### config.mk
export PLATFORM = sky130hd
export DESIGN_NAME = gwpm_seq
export DESIGN_NICKNAME = d
export VERILOG_FILES = /design/src/rtl/gwpm_pkg.sv /design/src/rtl/gwpm_seq.sv
export SDC_FILE = /design/constraint.sdc
export NUM_CORES = 1
export LEC_CHECK = 0
export ABC_AREA = 1
export BUFFER_PORTS_ARGS = -buffer_cell sky130_fd_sc_hd__buf_2
export CORE_MARGIN = 2
export CORE_UTILIZATION = 50
export CTS_CLUSTER_DIAMETER = 150
export DETAILED_ROUTE_END_ITERATION = 10
export PLACE_DENSITY = 0.73
export SLEW_MARGIN = 20
export SYNTH_ARGS = -nofsm -noshare
export SYNTH_HDL_FRONTEND = slang
export SYNTH_SLANG_ARGS = --single-unit
### constraint.sdc
create_clock -name clock -period 12.05 [get_ports clock]
set_input_delay 1.205 -clock clock [delete_from_list [all_inputs] [get_ports clock]]
set_output_delay 1.205 -clock clock [all_outputs]
set_load 0.005 [all_outputs]
### src/rtl/gwpm_pkg.sv
// Shared types and constants for the grid window peak marker.
// Used by every module of the block; has no dependencies of its own.
package gwpm_pkg;

   localparam int COORD_W        = 12;
   localparam int CFG_W          = 13;
   localparam int DRAIN_W        = 13;
   localparam int WIDTH_LIMIT    = 4096;
   localparam int MAX_RESULTS    = 2;
   localparam int RSP_FIFO_DEPTH = 8;
   localparam int RSP_FIFO_AW    = 3;
   localparam int RSP_TDATA_W    = 32;

   localparam logic [CFG_W-1:0] DIM_MIN    = 13'd2;
   localparam logic [CFG_W-1:0] DIM_RESET  = 13'd1024;
   localparam logic [CFG_W-1:0] HEIGHT_MAX = 13'd4096;

   // register indexes on the csr port
   localparam logic CSR_GRID_WIDTH  = 1'b0;
   localparam logic CSR_GRID_HEIGHT = 1'b1;

   // req_tuser codes
   localparam logic FUNC_SAMPLE = 1'b0;
   localparam logic FUNC_DRAIN  = 1'b1;

   // one accepted beat, as handed from the sequencer to the window stage
   typedef struct packed {
      logic               drain;
      logic               hit;
      logic [COORD_W-1:0] row;
      logic [COORD_W-1:0] col;
      logic               last_col;
      logic               bank;
      logic               frame_last;
   } cmd_type;

   typedef struct packed {
      logic [COORD_W-1:0] pixel_row;
      logic [COORD_W-1:0] pixel_col;
      logic               peak_flag;
      logic               frame_last;
   } result_type;

   function automatic logic [CFG_W-1:0] clamp_dim(input logic [CFG_W-1:0] value,
                                                   input logic [CFG_W-1:0] limit);
      logic [CFG_W-1:0] result;
      if (value < DIM_MIN) begin
         result = DIM_MIN;
      end else if (value > limit) begin
         result = limit;
      end else begin
         result = value;
      end
      return result;
   endfunction

endpackage

### src/rtl/gwpm_seq.sv
// Front stage: grid size registers, raster position, drain counter and row bank.
// Issues line memory reads on each accepted beat and registers the command. Uses gwpm_pkg.
module gwpm_seq
   import gwpm_pkg::*;
#(
   parameter int LINE_DEPTH  = 4096,
   parameter int LINE_AW     = 12,
   parameter int HEIGHT_BITS = 32
) (
   input  logic                   clock,
   input  logic                   reset,
   input  logic                   accept,
   input  logic                   func,
   input  logic [HEIGHT_BITS-1:0] elevation,
   input  logic                   csr_we,
   input  logic                   csr_index,
   input  logic [CFG_W-1:0]       csr_wdata,
   output logic [LINE_AW:0]       rd_addr_a,
   output logic [LINE_AW:0]       rd_addr_b,
   output logic                   cmd_valid,
   output cmd_type                cmd,
   output logic [HEIGHT_BITS-1:0] key
);

   localparam logic [CFG_W-1:0] WIDTH_MAX = CFG_W'(LINE_DEPTH);

   logic [CFG_W-1:0]       width_ff, width_in;
   logic [CFG_W-1:0]       height_ff, height_in;
   logic [COORD_W-1:0]     row_ff, row_in;
   logic [COORD_W-1:0]     col_ff, col_in;
   logic [DRAIN_W-1:0]     drain_ff, drain_in;
   logic                   bank_ff, bank_in;
   logic                   cmd_valid_ff, cmd_valid_in;
   cmd_type                cmd_ff, cmd_in;
   logic [HEIGHT_BITS-1:0] key_ff, key_in;

   logic [COORD_W-1:0]     width_last, height_last;
   logic [DRAIN_W-1:0]     drain_clip;
   logic [CFG_W-1:0]       drain_col, drain_col_next;
   logic                   at_last_col;

   always_comb begin
      width_last     = COORD_W'(width_ff - CFG_W'(1));
      height_last    = COORD_W'(height_ff - CFG_W'(1));
      drain_clip     = (drain_ff > width_ff) ? width_ff : drain_ff;
      drain_col      = width_ff - drain_clip;
      drain_col_next = drain_col + CFG_W'(1);
      at_last_col    = (col_ff == width_last);
   end

   // reads go to the bank the previous row wrote
   always_comb begin
      if (func == FUNC_DRAIN) begin
         rd_addr_a = {~bank_ff, drain_col[LINE_AW-1:0]};
      end else begin
         rd_addr_a = {~bank_ff, col_ff[LINE_AW-1:0]};
      end
      rd_addr_b = {~bank_ff, drain_col_next[LINE_AW-1:0]};
   end

   always_comb begin
      width_in     = width_ff;
      height_in    = height_ff;
      row_in       = row_ff;
      col_in       = col_ff;
      drain_in     = drain_ff;
      bank_in      = bank_ff;
      cmd_valid_in = accept;
      cmd_in       = cmd_ff;
      key_in       = key_ff;
      if (csr_we) begin
         unique case (csr_index)
            CSR_GRID_WIDTH:  width_in  = clamp_dim(csr_wdata, WIDTH_MAX);
            CSR_GRID_HEIGHT: height_in = clamp_dim(csr_wdata, HEIGHT_MAX);
         endcase
         row_in   = '0;
         col_in   = '0;
         drain_in = '0;
      end else if (accept) begin
         key_in       = elevation;
         cmd_in.drain = (func == FUNC_DRAIN);
         cmd_in.bank  = bank_ff;
         if (func == FUNC_DRAIN) begin
            cmd_in.hit        = (drain_ff != '0);
            cmd_in.row        = height_last;
            cmd_in.col        = COORD_W'(drain_col);
            cmd_in.last_col   = (drain_clip == DRAIN_W'(1));
            cmd_in.frame_last = (drain_clip == DRAIN_W'(1));
            if (drain_ff != '0) begin
               drain_in = drain_clip - DRAIN_W'(1);
            end
         end else begin
            cmd_in.hit        = 1'b0;
            cmd_in.row        = row_ff;
            cmd_in.col        = col_ff;
            cmd_in.last_col   = at_last_col;
            cmd_in.frame_last = 1'b0;
            if (at_last_col) begin
               col_in  = '0;
               bank_in = ~bank_ff;
               if (row_ff == '0) begin
                  drain_in = '0;
               end
               // end of frame: last row waits for drain beats
               if (row_ff == height_last) begin
                  row_in   = '0;
                  drain_in = width_ff;
               end else begin
                  row_in = row_ff + COORD_W'(1);
               end
            end else begin
               col_in = col_ff + COORD_W'(1);
            end
         end
      end
   end

   always_ff @(posedge clock) begin
      if (reset) begin
         width_ff     <= clamp_dim(DIM_RESET, WIDTH_MAX);
         height_ff    <= clamp_dim(DIM_RESET, HEIGHT_MAX);
         row_ff       <= '0;
         col_ff       <= '0;
         drain_ff     <= '0;
         bank_ff      <= 1'b0;
         cmd_valid_ff <= 1'b0;
      end else begin
         width_ff     <= width_in;
         height_ff    <= height_in;
         row_ff       <= row_in;
         col_ff       <= col_in;
         drain_ff     <= drain_in;
         bank_ff      <= bank_in;
         cmd_valid_ff <= cmd_valid_in;
      end
      cmd_ff <= cmd_in;
      key_ff <= key_in;
   end

   assign cmd_valid = cmd_valid_ff;
   assign cmd       = cmd_ff;
   assign key       = key_ff;

endmodule

==> results.json <==
{
  "status": "completed",
  "drt-vias-per-instance": 5.33,
  "synth_top_family_by_area": "simple AND/OR/NAND/NOR gates",
  "cts.sinks": 125,
  "async_flop_share_pct": 0,
  "core_mm2": 0.0152,
  "grt_use_total_pct": 26.2,
  "cts_buffers": 17,
  "clk_latency_ps": 420,
  "tns_ps": 0,
  "synth_seq_cells": 125,
  "yosys_warnings": 0,
  "power_density_mw_per_mm2": 150,
  "synthCells": 1054,
  "start_util_pct": 51.1,
  "drive_above_1_share_pct": 18.4,
  "maxSlewHeadroom_pct": 48.1,
  "worstPathArrival_ps": 4890,
  "cp_max_fo": 14,
  "grt-ovfl-total": 0,
  "synthAdderAreaFrac_pct": 5.41,
  "ys_seq_area_share_pct": 40.1,
  "num-fill-cells": 1453,
  "ir_drop_mv": 0.102,
  "cts_tree": "yes",
  "die_x_um": 129,
  "clockBufferDepth": 2,
  "synth_edf_count": 61,
  "area_growth_syn_to_layout_pct": 17.9,
  "fin_crit_ps": 6100,
  "die_y_um": 129,
  "cp.required_ps": 10850,
  "p_leak_uw": 0.00426,
  "hpwl_um": 16700,
  "synth_compound_area_share_pct": 9.28,
  "syn_nets": 1138,
  "synthFlopType": "dfxtp_1",
  "ctsHoldBuffers": 0,
  "syn_area_per_cell_um2": 7.37,
  "clk_pin_slew_ps": 60,
  "fin_worst_skew_ps": 10.6,
  "utilization_pct": 60.2,
  "port_buffers": 138,
  "grt_max_degree": 61,
  "synth_area_mm2": 0.00776,
  "nNetsFinal": 1276,
  "ant_nets": 0,
  "cts-root-buf": "clkbuf_16",
  "drt-pass1-iter-count": 5,
  "finalHoldViolCount": 0,
  "finalWirelength_um": 21600,
  "yosys.area_share.simple_pct": 32.8,
  "grt_pass1_vias": 6637,
  "synthMuxAreaShare_pct": 0,
  "route.detailed.drc": 0,
  "post_drt_wl_per_cell_um": 15.5,
  "ys_types": 47,
  "drt_iter0_drc": 684,
  "end_kind": "primary output",
  "finalCritPeriodShare_pct": 50.6,
  "mostFrequentLayoutCells": "284 x nand2_1, 138 x buf_2, 119 x inv_1",
  "cts.repair.resized": 0,
  "synth_xor_area_share_pct": 4.85,
  "num_vias": 7423,
  "antenna_cells": 0,
  "tightest_slew_ps": 778,
  "path_class": "flop to primary output",
  "max_cap_violations": 0,
  "max_freq_mhz": 164,
  "grt_pass1_wl_um": 33700,
  "ioPinCount": 139,
  "drv_slew": 0,
  "gp_congestion": 0.949,
  "antenna_found_initial": 0,
  "row_count": 45,
  "rsz0062_at_grt": "false",
  "ctsHtreeMaxLevel": 4,
  "die_area_mm2": 0.0165,
  "layout_commonest_cell": "nand2_1",
  "setup-violations-final": 0,
  "post-cts-setup-buffer-count": 0,
  "hold_class": "flop to flop",
  "startpoint_type": "flop"
}
registers in the layout, indices dropped and copies added (netlist names):
signal / cells
key: 32
cmd: 29
drain_ff: 13
width_ff: 13
col_ff: 12
height_ff: 12
row_ff: 12
bank_ff: 1
cmd_valid: 1
cell type report:
type	instances	area (um^2)	area share (%)
Multi-Input combinational cell	781	4070	44.5
Sequential cell	125	3110	34.0
Timing Repair Buffer	143	728	7.95
Inverter	124	470	5.14
Clock buffer	17	425	4.65
Tap cell	188	235	2.57
Clock inverter	15	113	1.23
routing by layer:
| metal | vias up | GRT usage [%] | routed length, um |
|---|---|---|---|
| li1 | 3751 | - | - |
| met1 | 3304 | 36.1 | 9750 |
| met3 | 38 | 4.82 | 1870 |
| met4 | 0 | 9.46 | 420 |
| met5 | - | 0 | 0 |
| met2 | 330 | 41.4 | 9540 |
synthesized netlist by cell type (all sizes together) (2+ instances only):
master | n | area [um^2]
buf | 9 | 61.3
inv | 121 | 454
ha | 32 | 400
dfxtp | 64 | 1280
or2 | 3 | 18.8
o21bai | 3 | 22.5
o21ai | 62 | 314
a31oi | 2 | 12.5
nand4 | 19 | 119
nor3b | 3 | 22.5
nand3b | 5 | 37.5
nor4 | 10 | 62.6
clkbuf | 15 | 57.6
nand2 | 302 | 1190
o211ai | 3 | 22.5
nor3 | 14 | 70.1
nor2 | 121 | 522
xnor2 | 10 | 87.6
and3 | 2 | 12.5
edfxtp | 61 | 1830
a21oi | 56 | 303
xor2 | 33 | 289
clkinv | 3 | 16.3
nand3 | 93 | 480
kinds of logic (layout without fill, tap and decap cells):
group | Yosys count | count (layout)
AOI/OAI and AO/OA | 132 | 132
xor gates and xnor gates | 43 | 43
adders and majority gates | 33 | 33
buffers and inverters | 148 | 299
DFF | 125 | 125
and+or+nand+nor | 573 | 573
worst paths after layout:
check	startpoint	end	slack, ps	depth (start not counted)
min	bank_ff	cmd[1]	430	0
min reg2reg	bank_ff	cmd[1]	430	0
max reg2reg	width_ff[4]	cmd[9]	7620	21
max	width_ff[4]	rd_addr_b[10]	5950	25
critical path, stage by stage (launching register included):
cell and delay, ps:
dfxtp_1 500, inv_1 150, ha_1 320, nand2_1 70
nor2_1 140, nand2_1 70, nand3_1 60, nand2_1 50
nand2_1 300, nand2_1 370, nand2_1 150, nand2_1 90
inv_1 160, ha_1 170, inv_1 60, fa_1 400
nand2_1 80, inv_1 30, nor2_1 220, nand4_1 170
nor2_1 120, nand2_1 80, nor3_1 280, nand3_1 130
xor2_1 160, buf_2 120
power by group:
group	total, uW	internal (uW)	switching (uW)
Sequential	488	474	14.1
Clock	466	264	202
Combinational	418	149	268
stage by stage:
| step | area [um^2] | power [uW] | hold WS, ps | cells | worst slack (ps) |
|---|---|---|---|---|---|
| floorplan | 7760 | 778 | 408 | 1054 | 7360 |
| global placement | 8620 | 906 | 409 | 1361 | 6630 |
| detailed placement | 8620 | 910 | 419 | 1361 | 6480 |
| CTS | 9160 | 1370 | 432 | 1393 | 5980 |
| global route | 9160 | 1450 | 436 | 1393 | 5400 |
| finish | 9160 | 1370 | 429 | 1393 | 5950 |
Power figures use the tool's default switching activity.
