--- config.mk ---
export PLATFORM = sky130hd
export DESIGN_NAME = gwpm_window
export DESIGN_NICKNAME = d
export VERILOG_FILES = /design/src/rtl/gwpm_pkg.sv /design/src/rtl/gwpm_window.sv
export SDC_FILE = /design/constraint.sdc
export NUM_CORES = 1
export LEC_CHECK = 0
export ABC_AREA = 1
export ABC_CLOCK_PERIOD_IN_PS = 5400
export BUFFER_PORTS_ARGS = -buffer_cell sky130_fd_sc_hd__buf_2
export CORE_MARGIN = 3
export CORE_UTILIZATION = 42
export CTS_CLUSTER_DIAMETER = 60
export DETAILED_ROUTE_END_ITERATION = 7
export GPL_ROUTABILITY_DRIVEN = 1
export PLACE_DENSITY = 0.74
export SLEW_MARGIN = 20
export SYNTH_ARGS = -nofsm -noshare
export SYNTH_HDL_FRONTEND = slang
export SYNTH_SLANG_ARGS = --single-unit
export TNS_END_PERCENT = 10
--- constraint.sdc ---
create_clock -name clock -period 5.4 [get_ports clock]
set_input_delay 0.54 -clock clock [delete_from_list [all_inputs] [get_ports clock]]
set_output_delay 0.54 -clock clock [all_outputs]
set_load 0.05 [all_outputs]
--- src/rtl/gwpm_pkg.sv ---
// Shared types and constants for the grid window peak marker.
// Used by every module of the block; has no dependencies of its own.
package gwpm_pkg;

   localparam int COORD_W        = 12;
   localparam int CFG_W          = 13;
   localparam int DRAIN_W        = 13;
   localparam int WIDTH_LIMIT    = 4096;
   localparam int MAX_RESULTS    = 2;
   localparam int RSP_FIFO_DEPTH = 8;
   localparam int RSP_FIFO_AW    = 3;
   localparam int RSP_TDATA_W    = 32;

   localparam logic [CFG_W-1:0] DIM_MIN    = 13'd2;
   localparam logic [CFG_W-1:0] DIM_RESET  = 13'd1024;
   localparam logic [CFG_W-1:0] HEIGHT_MAX = 13'd4096;

   // register indexes on the csr port
   localparam logic CSR_GRID_WIDTH  = 1'b0;
   localparam logic CSR_GRID_HEIGHT = 1'b1;

   // req_tuser codes
   localparam logic FUNC_SAMPLE = 1'b0;
   localparam logic FUNC_DRAIN  = 1'b1;

   // one accepted beat, as handed from the sequencer to the window stage
   typedef struct packed {
      logic               drain;
      logic               hit;
      logic [COORD_W-1:0] row;
      logic [COORD_W-1:0] col;
      logic               last_col;
      logic               bank;
      logic               frame_last;
   } cmd_type;

   typedef struct packed {
      logic [COORD_W-1:0] pixel_row;
      logic [COORD_W-1:0] pixel_col;
      logic               peak_flag;
      logic               frame_last;
   } result_type;

   function automatic logic [CFG_W-1:0] clamp_dim(input logic [CFG_W-1:0] value,
                                                   input logic [CFG_W-1:0] limit);
      logic [CFG_W-1:0] result;
      if (value < DIM_MIN) begin
         result = DIM_MIN;
      end else if (value > limit) begin
         result = limit;
      end else begin
         result = value;
      end
      return result;
   endfunction

endpackage

--- src/rtl/gwpm_window.sv ---
// Window stage: 2x2 peak compare on line memory data, mark write-back, result forming.
// Consumes the command from gwpm_seq and read data from gwpm_line_mem. Uses gwpm_pkg.
module gwpm_window
   import gwpm_pkg::*;
#(
   parameter int LINE_AW     = 12,
   parameter int HEIGHT_BITS = 32
) (
   input  logic                   clock,
   input  logic                   cmd_valid,
   input  cmd_type                cmd,
   input  logic [HEIGHT_BITS-1:0] key,
   input  logic [HEIGHT_BITS-1:0] rd_a_height,
   input  logic                   rd_a_mark_l,
   input  logic                   rd_a_mark_r,
   input  logic                   rd_b_mark_l,
   output logic                   wr_en,
   output logic [LINE_AW:0]       wr_addr,
   output logic [HEIGHT_BITS-1:0] wr_height,
   output logic                   wr_mark_l,
   output logic                   wr_mark_r,
   output logic                   res0_valid,
   output result_type             res0,
   output logic                   res1_valid,
   output result_type             res1
);

   typedef enum logic [1:0] {
      POS_TL,
      POS_TR,
      POS_BL,
      POS_BR
   } pos_type;

   logic [HEIGHT_BITS-1:0] prev_height_ff, prev_height_in;
   logic                   prev_mark_r_ff, prev_mark_r_in;
   logic                   prev_tr_ff, prev_tr_in;
   logic [HEIGHT_BITS-1:0] left_ff, left_in;

   logic                   sample, has_win;
   pos_type                top_pos, bot_pos, best;
   logic [HEIGHT_BITS-1:0] top_max, bot_max;
   logic                   mark_tl, mark_tr, mark_bl, mark_br;

   // pairwise then final compare; strict greater keeps the earlier position on ties
   always_comb begin
      if ($signed(rd_a_height) > $signed(prev_height_ff)) begin
         top_pos = POS_TR;
         top_max = rd_a_height;
      end else begin
         top_pos = POS_TL;
         top_max = prev_height_ff;
      end
      if ($signed(key) > $signed(left_ff)) begin
         bot_pos = POS_BR;
         bot_max = key;
      end else begin
         bot_pos = POS_BL;
         bot_max = left_ff;
      end
      best = ($signed(bot_max) > $signed(top_max)) ? bot_pos : top_pos;
   end

   always_comb begin
      sample  = cmd_valid && !cmd.drain;
      has_win = sample && (cmd.col != '0) && (cmd.row != '0);
      mark_tl = has_win && (best == POS_TL);
      mark_tr = has_win && (best == POS_TR);
      mark_bl = has_win && (best == POS_BL);
      mark_br = has_win && (best == POS_BR);
   end

   // entry c keeps the new row's height, the mark its window put on column c-1
   // (bottom-left) and the one it put on column c (bottom-right)
   always_comb begin
      wr_en     = sample;
      wr_addr   = {cmd.bank, cmd.col[LINE_AW-1:0]};
      wr_height = key;
      wr_mark_l = mark_bl;
      wr_mark_r = mark_br;
   end

   always_comb begin
      res0_valid = 1'b0;
      res0       = '0;
      res1_valid = 1'b0;
      res1       = '0;
      if (cmd_valid && cmd.drain) begin
         res0_valid      = cmd.hit;
         res0.pixel_row  = cmd.row;
         res0.pixel_col  = cmd.col;
         res0.peak_flag  = rd_a_mark_r || (!cmd.last_col && rd_b_mark_l);
         res0.frame_last = cmd.frame_last;
      end else begin
         res0_valid      = has_win;
         res0.pixel_row  = cmd.row - COORD_W'(1);
         res0.pixel_col  = cmd.col - COORD_W'(1);
         res0.peak_flag  = prev_mark_r_ff || rd_a_mark_l || mark_tl || prev_tr_ff;
         res0.frame_last = 1'b0;
         res1_valid      = sample && cmd.last_col && (cmd.row != '0);
         res1.pixel_row  = cmd.row - COORD_W'(1);
         res1.pixel_col  = cmd.col;
         res1.peak_flag  = rd_a_mark_r || mark_tr;
         res1.frame_last = 1'b0;
      end
   end

   always_comb begin
      prev_height_in = prev_height_ff;
      prev_mark_r_in = prev_mark_r_ff;
      prev_tr_in     = prev_tr_ff;
      left_in        = left_ff;
      if (sample) begin
         prev_height_in = rd_a_height;
         prev_mark_r_in = rd_a_mark_r;
         prev_tr_in     = mark_tr;
         left_in        = key;
      end
   end

   always_ff @(posedge clock) begin
      prev_height_ff <= prev_height_in;
      prev_mark_r_ff <= prev_mark_r_in;
      prev_tr_ff     <= prev_tr_in;
      left_ff        <= left_in;
   end

endmodule

==> out/metrics.cfg <==
[synth]
synth_top_area_cell = edfxtp_1
synth_simple_gate_area_frac = 0.188
syn_area_per_cell_sq_um = 8.06
synth_sequential_area_ratio = 0.294
ys.warnings.count = 0
synth_xor_xnor_area_share = 0.00780
synth_adder_area_share = 0.186
synth_nets = 1034
synth_top_cells_by_area = edfxtp_1 29%, ha_1 19%, inv_1 8.6%
synth_top_family_by_area = simple AND/OR/NAND/NOR gates
netlist_area_sq_um = 6740
synth_mux_area_frac = 0
synth_top_area_share = 0.294
ys_types = 38
synth_cells = 836
ys_seq_elements = 66
synth_compound_area_frac = 0.157

[sta]
max_slew_margin = 0.380
worst_pin_slew_ps = 930
setup-violations-final = 0
max_freq_ghz = 0.200
period_minus_slack_ps = 5010
rsz0062_at_grt = no
slew_viol_final = 0
setup_tns_ps = 0
finClkSkew_ps = 2.54
hold_viol = 0
fin_crit_sh = 0.928

[floorplan]
num_rows = 45
num_io_pins = 200
die_h_um = 133
start_util = 0.437
die_w_um = 133
coreArea_sq_um = 15400
die_area_sq_um = 17600

[grt]
grt_max_degree = 68
antenna_found_initial = 2
grt_usage = 0.177
grt_pass1_wl_um = 25700
grt_pass1_vias = 5488
grt-ovfl-total = 0

[route]
vias_per_cell = 4.78
routedWlPerCell_um = 13.2
dr_total_vias = 5764
routed_wirelength_um = 15900
drc = 0
drtPass1Iterations = 4
antenna_left = 0
drt_iter0_markers = 197

[cells_and_area]
fin_area_sq_um = 7840
final_cells = 1206
area_delta_synth_final_pct = 16.4
fillers = 1519
final_cell_mix = 196 x buf_2, 154 x inv_1, 141 x nand2_1, 100 x ha_1, 66 x edfxtp_1
finalNetCount = 1187
layout_commonest_cell = buf_2
layout-drive-gt1-share = 0.315
utilization = 0.508

[critical_path]
regToRegEndpoint = prev_tr_ff$_DFFE_PP_
cp.required_ps = 4860
reg2reg_slack_ps = 1410
cp_max_fo = 24
rr_worst_depth = 25
crit_start = left_ff[31]$_DFFE_PP_
startpoint_type = register
arrival_ps = 4470
r2r_start = left_ff[31]$_DFFE_PP_
endpoint_kind = primary output
crit_type = reg2out

[worst_hold_path]
hold_start = rd_a_height[0]
holdCritPathClass = in2reg
hold_end = prev_height_ff[0]$_DFFE_PP_
whs_path_depth = 1

[clocking]
root_buffer = clkbuf_16
cts_hold_buffers = 0
cts.sinks = 66
clk_path_buf_depth = 2
clk_latency_ps = 330
cts_made_buffers = 9
tritoncts = done
clkSlewWorstSetupHoldPaths_ps = 50
cts.htree.levels = 3

[pwr]
p_comb_frac = 0.432
netSwitchingPower_uw = 836
total_power_uw = 2090
switching_share = 0.400
leakage_uw = 0.00416
p_int_uw = 1250
clock_power_share = 0.272
ir_drop_mv = 0.161
p_per_area_nw_per_um2 = 266
power_frac_seq = 0.296

[flow_run]
maxCapViolations = 0

[placement]
hpwl_um = 12700
gp_congestion = 0.878
place.port_buffers = 196
dpl_cell_area_sq_um = 7550
dp_cells = 1188

[run_status]
status = finished clean

[flip-flops by register name, indices dropped and copies added (netlist names)]
name,count
left_ff,32
prev_height_ff,32
prev_mark_r_ff,1
prev_tr_ff,1
[power groups by stage]
| stage | logic, uW | clock network [uW] | registers [uW] |
|---|---|---|---|
| 2_1_floorplan | 732 | 0 | 627 |
| 3_3_place_gp | 881 | 0 | 629 |
| 3_5_place_dp | 903 | 0 | 629 |
| 4_1_cts | 908 | 580 | 619 |
| 5_1_grt | 1020 | 598 | 622 |
| 6_report | 902 | 568 | 619 |
[per-stage QoR]
stage	hold slack (ps)	setup slack, ps
floorplan	639	204
global placement	732	534
detailed placement	737	405
CTS	385	274
global route	388	11.0
finish	400	391
[cell type report]
cell class / instances / area [sq um] / share of cell area
flip-flops and latches: 66 / 1980 / 0.253
repair buffers: 204 / 1070 / 0.136
well taps: 211 / 264 / 0.0337
inverters: 156 / 586 / 0.0747
diodes: 1 / 2.50 / 0.000319
clock inverters: 4 / 42.5 / 0.00543
multi-input cells: 552 / 3660 / 0.467
clock buffers: 12 / 236 / 0.0302
[cell usage after synthesis]
| library cell | number |
|---|---|
| o21ai_0 | 24 |
| buf_12 | 4 |
| nand2_2 | 36 |
| a21o_1 | 4 |
| a211oi_1 | 1 |
| o211ai_1 | 2 |
| a41oi_1 | 1 |
| inv_2 | 1 |
| ha_1 | 100 |
| o21ai_1 | 8 |
| clkbuf_1 | 3 |
| inv_1 | 154 |
| nor3_1 | 7 |
| buf_4 | 47 |
| o31ai_1 | 1 |
| conb_1 | 1 |
| a21oi_1 | 55 |
| o21bai_1 | 6 |
| nand4_1 | 10 |
| nand2_1 | 141 |
| xor2_1 | 6 |
| o22ai_1 | 3 |
| or2_2 | 1 |
| clkinv_1 | 1 |
| buf_2 | 2 |
| a31oi_1 | 1 |
| nor3b_2 | 1 |
| nor4b_4 | 1 |
| nor3b_1 | 1 |
| nor2_2 | 1 |
| nand3_2 | 3 |
| nand3_1 | 20 |
| nor4_1 | 2 |
| o21ai_2 | 52 |
| o21a_1 | 4 |
| edfxtp_1 | 66 |
| nor2_1 | 58 |
| buf_6 | 7 |
[per-layer routing]
layer  GRT usage  routed length (um)  vias up
met5           0                  12        -
met4      0.0410                 203        2
met3      0.0388                 791       19
met2       0.307                7720      139
met1       0.227                7180     2587
li1            -                   -     3017
[timing repair]
action | in CTS | in global routing
gates resized for setup | 0 | 0
setup endpoints to repair | 0 | 3
buffers inserted | 0 | 0
[cell families after synthesis]
group                    count (synthesis)
AND/OR/NAND/NOR                        282
flip-flops                              66
XOR/XNOR                                 6
AO/OA/AOI/OAI                          162
buffers and inverters                  219
other                                    1
adder cells (fa/ha/maj)                100
[worst max-delay path by stage]
| stage | to | slack [ps] | cells past startpoint |
|---|---|---|---|
| after floorplan | wr_mark_r | 200 | 6 |
| after detailed placement | res1[1] | 400 | 27 |
| after global placement | res1[1] | 530 | 27 |
| after CTS | res1[1] | 270 | 27 |
| after global routing | res1[1] | 10 | 27 |
| final | res1[1] | 390 | 27 |
[critical path: stages, from the launching register on]
cell      delay (ps)
edfxtp_1         390
inv_1             60
ha_1             360
nand2_2          120
inv_2             40
nand3_2           90
inv_1             50
nand2_1           70
o211ai_1          80
a21oi_1          280
nand2_1           90
nand2_1          140
nand3_4          190
buf_12           230
nand2_2           70
o21ai_2           50
ha_1             340
nand2_1           90
nor2_1           140
nand2_1          110
nor3b_1          220
nand2_1           90
nand2_1           60
nand2_1           40
nand3_1          150
nand3_1          140
a21oi_1          140
buf_2            300
(Power assumes the default switching activity.)
