### src/rtl/gwpm_pkg.sv
// Shared types and constants for the grid window peak marker.
// Used by every module of the block; has no dependencies of its own.
package gwpm_pkg;

   localparam int COORD_W        = 12;
   localparam int CFG_W          = 13;
   localparam int DRAIN_W        = 13;
   localparam int WIDTH_LIMIT    = 4096;
   localparam int MAX_RESULTS    = 2;
   localparam int RSP_FIFO_DEPTH = 8;
   localparam int RSP_FIFO_AW    = 3;
   localparam int RSP_TDATA_W    = 32;

   localparam logic [CFG_W-1:0] DIM_MIN    = 13'd2;
   localparam logic [CFG_W-1:0] DIM_RESET  = 13'd1024;
   localparam logic [CFG_W-1:0] HEIGHT_MAX = 13'd4096;

   // register indexes on the csr port
   localparam logic CSR_GRID_WIDTH  = 1'b0;
   localparam logic CSR_GRID_HEIGHT = 1'b1;

   // req_tuser codes
   localparam logic FUNC_SAMPLE = 1'b0;
   localparam logic FUNC_DRAIN  = 1'b1;

   // one accepted beat, as handed from the sequencer to the window stage
   typedef struct packed {
      logic               drain;
      logic               hit;
      logic [COORD_W-1:0] row;
      logic [COORD_W-1:0] col;
      logic               last_col;
      logic               bank;
      logic               frame_last;
   } cmd_type;

   typedef struct packed {
      logic [COORD_W-1:0] pixel_row;
      logic [COORD_W-1:0] pixel_col;
      logic               peak_flag;
      logic               frame_last;
   } result_type;

   function automatic logic [CFG_W-1:0] clamp_dim(input logic [CFG_W-1:0] value,
                                                   input logic [CFG_W-1:0] limit);
      logic [CFG_W-1:0] result;
      if (value < DIM_MIN) begin
         result = DIM_MIN;
      end else if (value > limit) begin
         result = limit;
      end else begin
         result = value;
      end
      return result;
   endfunction

endpackage

### src/rtl/gwpm_rsp_fifo.sv
// Result queue: takes up to two results per cycle, hands out one per beat.
// Reports whether it can absorb two more worst-case input beats. Uses gwpm_pkg.
module gwpm_rsp_fifo
   import gwpm_pkg::*;
(
   input  logic       clock,
   input  logic       reset,
   input  logic       push0_valid,
   input  result_type push0,
   input  logic       push1_valid,
   input  result_type push1,
   input  logic       pop,
   output logic       head_valid,
   output result_type head,
   output logic       room
);

   localparam int CNT_W = RSP_FIFO_AW + 1;

   result_type             slot_ff [RSP_FIFO_DEPTH];
   logic [RSP_FIFO_AW-1:0] head_ff, head_in;
   logic [RSP_FIFO_AW-1:0] tail_ff, tail_in;
   logic [RSP_FIFO_AW-1:0] tail_next;
   logic [CNT_W-1:0]       count_ff, count_in;

   always_comb begin
      tail_next = tail_ff + RSP_FIFO_AW'(1);
      head_in   = pop ? head_ff + RSP_FIFO_AW'(1) : head_ff;
      tail_in   = tail_ff + RSP_FIFO_AW'(push0_valid) + RSP_FIFO_AW'(push1_valid);
      count_in  = count_ff + CNT_W'(push0_valid) + CNT_W'(push1_valid) - CNT_W'(pop);
   end

   always_ff @(posedge clock) begin
      if (reset) begin
         head_ff  <= '0;
         tail_ff  <= '0;
         count_ff <= '0;
      end else begin
         head_ff  <= head_in;
         tail_ff  <= tail_in;
         count_ff <= count_in;
      end
      if (push0_valid) begin
         slot_ff[tail_ff] <= push0;
      end
      if (push1_valid) begin
         slot_ff[tail_next] <= push1;
      end
   end

   assign head_valid = (count_ff != '0);
   assign head       = slot_ff[head_ff];
   // one beat in the window stage plus the next one may each add two results
   assign room       = (count_ff <= CNT_W'(RSP_FIFO_DEPTH - 2 * MAX_RESULTS));

endmodule

### config.mk
export PLATFORM = sky130hd
export DESIGN_NAME = gwpm_rsp_fifo
export DESIGN_NICKNAME = d
export VERILOG_FILES = /design/src/rtl/gwpm_pkg.sv /design/src/rtl/gwpm_rsp_fifo.sv
export SDC_FILE = /design/constraint.sdc
export NUM_CORES = 1
export LEC_CHECK = 0
export BUFFER_PORTS_ARGS = -buffer_cell sky130_fd_sc_hd__buf_4
export CAP_MARGIN = 0
export CORE_MARGIN = 2
export CORE_UTILIZATION = 55
export DETAILED_ROUTE_END_ITERATION = 8
export PLACE_DENSITY = 0.84
export SYNTH_ARGS = -nofsm -noshare
export SYNTH_HDL_FRONTEND = slang
export SYNTH_SLANG_ARGS = --single-unit
export TNS_END_PERCENT = 5
### constraint.sdc
create_clock -name clock -period 7.8 [get_ports clock]
set_clock_uncertainty 0.05 [all_clocks]
set_input_delay 1.17 -clock clock [delete_from_list [all_inputs] [get_ports clock]]
set_output_delay 1.17 -clock clock [all_outputs]
set_load 0.02 [all_outputs]
==> impl_metrics.prom <==
# TYPE chip_impl_metric gauge
chip_impl_metric{name="cts_buffer_depth",unit=""} 3
chip_impl_metric{name="maxCapViolCount",unit=""} 0
chip_impl_metric{name="layout_worst_path_cycle_share",unit=""} 0.504
chip_impl_metric{name="final-hold-violation-count",unit=""} 0
chip_impl_metric{name="postCtsResizedCells",unit=""} 0
chip_impl_metric{name="route.detailed.vias_per_inst",unit=""} 6.26
chip_impl_metric{name="final_layout_size_suffix_gt1_frac",unit=""} 0.609
chip_impl_metric{name="worst_skew_pair.late_latency",unit="ps"} 500
chip_impl_metric{name="drc",unit=""} 0
chip_impl_metric{name="overall_track_demand_over_capacity_in_global_routing",unit=""} 0.238
chip_impl_metric{name="synth-seq-area-share",unit=""} 0.591
chip_impl_metric{name="synthDistinctLibCells",unit=""} 33
chip_impl_metric{name="grt_pass1_wl",unit="um"} 38600
chip_impl_metric{name="final_period_minus_worst_setup_slack",unit="ps"} 3930
chip_impl_info{name="r2r-end",value="slot_ff[5][21]$_DFFE_PP_"} 1
chip_impl_metric{name="timing_max_transition_violations_final",unit=""} 0
chip_impl_metric{name="drtPass1Iterations",unit=""} 5
chip_impl_info{name="worst_r2r_startpoint",value="tail_ff[0]$_SDFF_PP0_"} 1
chip_impl_metric{name="dpl.hpwl",unit="um"} 14400
chip_impl_metric{name="detailroute.via_count",unit=""} 6177
chip_impl_metric{name="gp_routability_congestion",unit=""} 0.769
chip_impl_metric{name="arrival",unit="ps"} 2710
chip_impl_metric{name="ff2ff_path_depth",unit=""} 5
chip_impl_metric{name="cp.required",unit="ps"} 6580
chip_impl_metric{name="ys_async_sr_fraction",unit=""} 0
chip_impl_metric{name="synthesis.area",unit="um^2"} 11000
chip_impl_metric{name="drt_wl_total",unit="um"} 25100
chip_impl_info{name="start_kind",value="flip-flop"} 1
chip_impl_info{name="synth_area_leaders",value="sky130_fd_sc_hd__edfxtp_1 (57%), sky130_fd_sc_hd__mux2_2 (24%), sky130_fd_sc_hd__mux4_2 (11%)"} 1
chip_impl_metric{name="regToRegSetupSlack",unit="ps"} 4260
chip_impl_metric{name="vert_die_dim",unit="um"} 146
chip_impl_metric{name="final_core_util",unit=""} 0.651
chip_impl_metric{name="antenna_violating_nets_post_route",unit=""} 0
chip_impl_info{name="ctsRootBufferMaster",value="sky130_fd_sc_hd__clkbuf_16"} 1
chip_impl_metric{name="floorplan.die_area",unit="um^2"} 21200
chip_impl_metric{name="setup_violations",unit=""} 0
chip_impl_metric{name="synth_edf_count",unit=""} 208
chip_impl_metric{name="cts.repair_timing.setup_buffer_count",unit=""} 0
chip_impl_metric{name="post_synthesis_cells",unit=""} 614
chip_impl_metric{name="final.setup.tns",unit="ps"} 0
chip_impl_metric{name="floorplan.initialDensity",unit=""} 0.564
chip_impl_metric{name="antenna_found_initial",unit=""} 0
chip_impl_metric{name="max-slew-margin-rel",unit=""} 0.212
chip_impl_metric{name="critical_path.max_fanout",unit=""} 52
chip_impl_metric{name="static-leakage-power",unit="nW"} 4.24
chip_impl_metric{name="grt.met3_usage",unit=""} 0.0345
chip_impl_metric{name="dpl_worst_slack",unit="ps"} 4210
chip_impl_info{name="synthFlopType",value="sky130_fd_sc_hd__edfxtp_1"} 1
chip_impl_metric{name="fmaxAchievable",unit="GHz"} 0.254
chip_impl_metric{name="route.detailed.wl_per_inst",unit="um"} 25.4
chip_impl_metric{name="grt_start_max_net_pins",unit=""} 53
chip_impl_metric{name="number_of_buffers_inserted_by_hold_repair_at_cts",unit=""} 0
chip_impl_metric{name="nets",unit=""} 773
chip_impl_info{name="globalRoute.busiestLayer",value="met2"} 1
chip_impl_info{name="critPathCaptureType",value="primary output"} 1
chip_impl_info{name="post-synth-top-area-cell",value="sky130_fd_sc_hd__edfxtp_1"} 1
chip_impl_metric{name="clkTransAtPathRegs",unit="ps"} 60
chip_impl_info{name="rsz0062_at_grt",value="false"} 1
chip_impl_metric{name="grt_pass1_vias",unit=""} 6687
chip_impl_metric{name="syn_avg_cell_area",unit="um^2"} 17.9
chip_impl_metric{name="io-pin-count",unit=""} 85
chip_impl_info{name="min-delay-path-class",value="reg2reg"} 1
chip_impl_metric{name="cts_sinks",unit=""} 221
chip_impl_metric{name="ys_warn_count",unit=""} 0
chip_impl_metric{name="port_buffers",unit=""} 84
chip_impl_metric{name="tightestPinTransition",unit="ps"} 1180
chip_impl_info{name="hold_path_startpoint",value="head_ff[2]$_SDFFE_PP0P_"} 1
chip_impl_info{name="cts_tree",value="done"} 1
chip_impl_metric{name="setup_slack_after_layout",unit="ps"} 3870
chip_impl_metric{name="drtIter0Drc",unit=""} 546
chip_impl_metric{name="cts_inserted_buffers",unit=""} 23
chip_impl_metric{name="groute.layer.met2.usage",unit=""} 0.398
chip_impl_metric{name="insertedDiodeCount",unit=""} 0
chip_impl_metric{name="placement_rows",unit=""} 51
chip_impl_info{name="run_status",value="finished clean"} 1
chip_impl_info{name="worst-setup-path-type",value="reg2out"} 1
chip_impl_metric{name="area_growth",unit="%"} 15.5
chip_impl_metric{name="grt-ovfl-total",unit=""} 0
chip_impl_metric{name="syn_nets",unit=""} 682
chip_impl_metric{name="core",unit="um^2"} 19500
chip_impl_metric{name="groute.layer.met1.usage",unit=""} 0.326
chip_impl_metric{name="synthDominantCellAreaShare",unit=""} 0.567
chip_impl_metric{name="htree_levels",unit=""} 1
chip_impl_metric{name="ir_drop",unit="mV"} 0.140
chip_impl_metric{name="hold_depth",unit=""} 2
chip_impl_metric{name="postSynthRegisterBits",unit=""} 221
chip_impl_metric{name="power-per-cell-area",unit="nW/um^2"} 253
chip_impl_metric{name="die_width",unit="um"} 146
## report_power, final
part | switching (mW) | internal [mW]
sequential | 0.0567 | 1.45
clock | 0.442 | 0.613
combinational | 0.341 | 0.319
total | 0.840 | 2.38
## metal layers
layer	vias up	routed length [um]	share of wire
met5	-	0	0
met1	3216	10400	0.42
met2	263	12400	0.49
li1	2656	-	-
met4	0	574	0.023
met3	42	1710	0.068
## state kept, by name (all words and copies together) (netlist names), named ones only
signal	cells
count_ff	4
slot_ff	208
tail_ff	3
head_ff	3
## synth_stat cells, types with 2 or more instances
master / count
sky130_fd_sc_hd__buf_2: 19
sky130_fd_sc_hd__dfxtp_1: 13
sky130_fd_sc_hd__inv_1: 9
sky130_fd_sc_hd__o32ai_1: 2
sky130_fd_sc_hd__fa_1: 3
sky130_fd_sc_hd__buf_4: 4
sky130_fd_sc_hd__mux4_2: 52
sky130_fd_sc_hd__nand2_2: 2
sky130_fd_sc_hd__o22ai_1: 2
sky130_fd_sc_hd__o21ai_0: 3
sky130_fd_sc_hd__a21oi_1: 2
sky130_fd_sc_hd__clkbuf_1: 10
sky130_fd_sc_hd__edfxtp_1: 208
sky130_fd_sc_hd__nand3b_1: 2
sky130_fd_sc_hd__nor2_1: 11
sky130_fd_sc_hd__nand2b_1: 3
sky130_fd_sc_hd__o21bai_1: 2
sky130_fd_sc_hd__nand2_1: 7
sky130_fd_sc_hd__nor2_2: 4
sky130_fd_sc_hd__xor2_1: 2
sky130_fd_sc_hd__ha_1: 8
sky130_fd_sc_hd__xnor2_1: 2
sky130_fd_sc_hd__mux2_2: 234
## placed cells by master, fill, tap and decap left out, types with 3 or more instances in the layout
cell type,synthesis,final
sky130_fd_sc_hd__mux2_2,234,234
sky130_fd_sc_hd__edfxtp_1,208,208
sky130_fd_sc_hd__buf_4,4,100
sky130_fd_sc_hd__mux4_2,52,52
sky130_fd_sc_hd__clkbuf_16,0,23
sky130_fd_sc_hd__nor2_1,11,11
sky130_fd_sc_hd__dfxtp_1,13,11
sky130_fd_sc_hd__inv_1,9,9
sky130_fd_sc_hd__ha_1,8,8
sky130_fd_sc_hd__clkbuf_1,10,8
sky130_fd_sc_hd__nand2_1,7,7
sky130_fd_sc_hd__nor2_2,4,4
sky130_fd_sc_hd__clkinv_2,0,4
sky130_fd_sc_hd__nand2b_1,3,3
sky130_fd_sc_hd__fa_1,3,3
## metrics by stage
| stage | total power, mW | std cells | cell area (um^2) | hold WS [ps] |
|---|---|---|---|---|
| 6_report | 3.22 | 986 | 12700 | 490 |
| 5_1_grt | 3.33 | 986 | 12700 | 519 |
| 4_1_cts | 3.23 | 986 | 12700 | 496 |
| 3_5_place_dp | 2.18 | 945 | 12000 | 481 |
| 3_3_place_gp | 2.16 | 945 | 12000 | 459 |
| 2_1_floorplan | 1.94 | 614 | 11000 | 435 |
## layout make-up
type                            instances  area (um^2)
Tap cell                              265          332
Multi-Input combinational cell        350         4380
Clock inverter                         10          109
Inverter                                9         33.8
Clock buffer                           31          606
Fill cell                            1339         6810
Timing Repair Buffer                  100          751
Sequential cell                       221         6510
## critical path, cell delays in order (launching register included)
cell	delay, ps
sky130_fd_sc_hd__dfxtp_4	1090
sky130_fd_sc_hd__mux4_2	650
sky130_fd_sc_hd__mux2_2	300
sky130_fd_sc_hd__buf_4	160
## kinds of logic after synthesis
kind of cell / Yosys count / share of synthesized area
buffers and inverters: 43 / 0.0182
adder cells (fa/ha/maj): 11 / 0.0145
XOR/XNOR: 6 / 0.00614
AND/OR/NAND/NOR: 34 / 0.0167
multiplexers: 287 / 0.347
AO/OA/AOI/OAI: 12 / 0.00716
flip-flops: 221 / 0.591
## worst max path at each step
stage | startpoint | end | depth (start not counted)
2_1_floorplan | push0_valid | slot_ff[0][0]$_DFFE_PP_ | 2
3_3_place_gp | push1_valid | slot_ff[0][22]$_DFFE_PP_ | 5
3_5_place_dp | push1_valid | slot_ff[4][16]$_DFFE_PP_ | 5
4_1_cts | flip-flop | head[0] | 3
5_1_grt | flip-flop | head[14] | 3
6_report | flip-flop | head[0] | 3
Note: power is estimated with default switching activity, not from simulation.
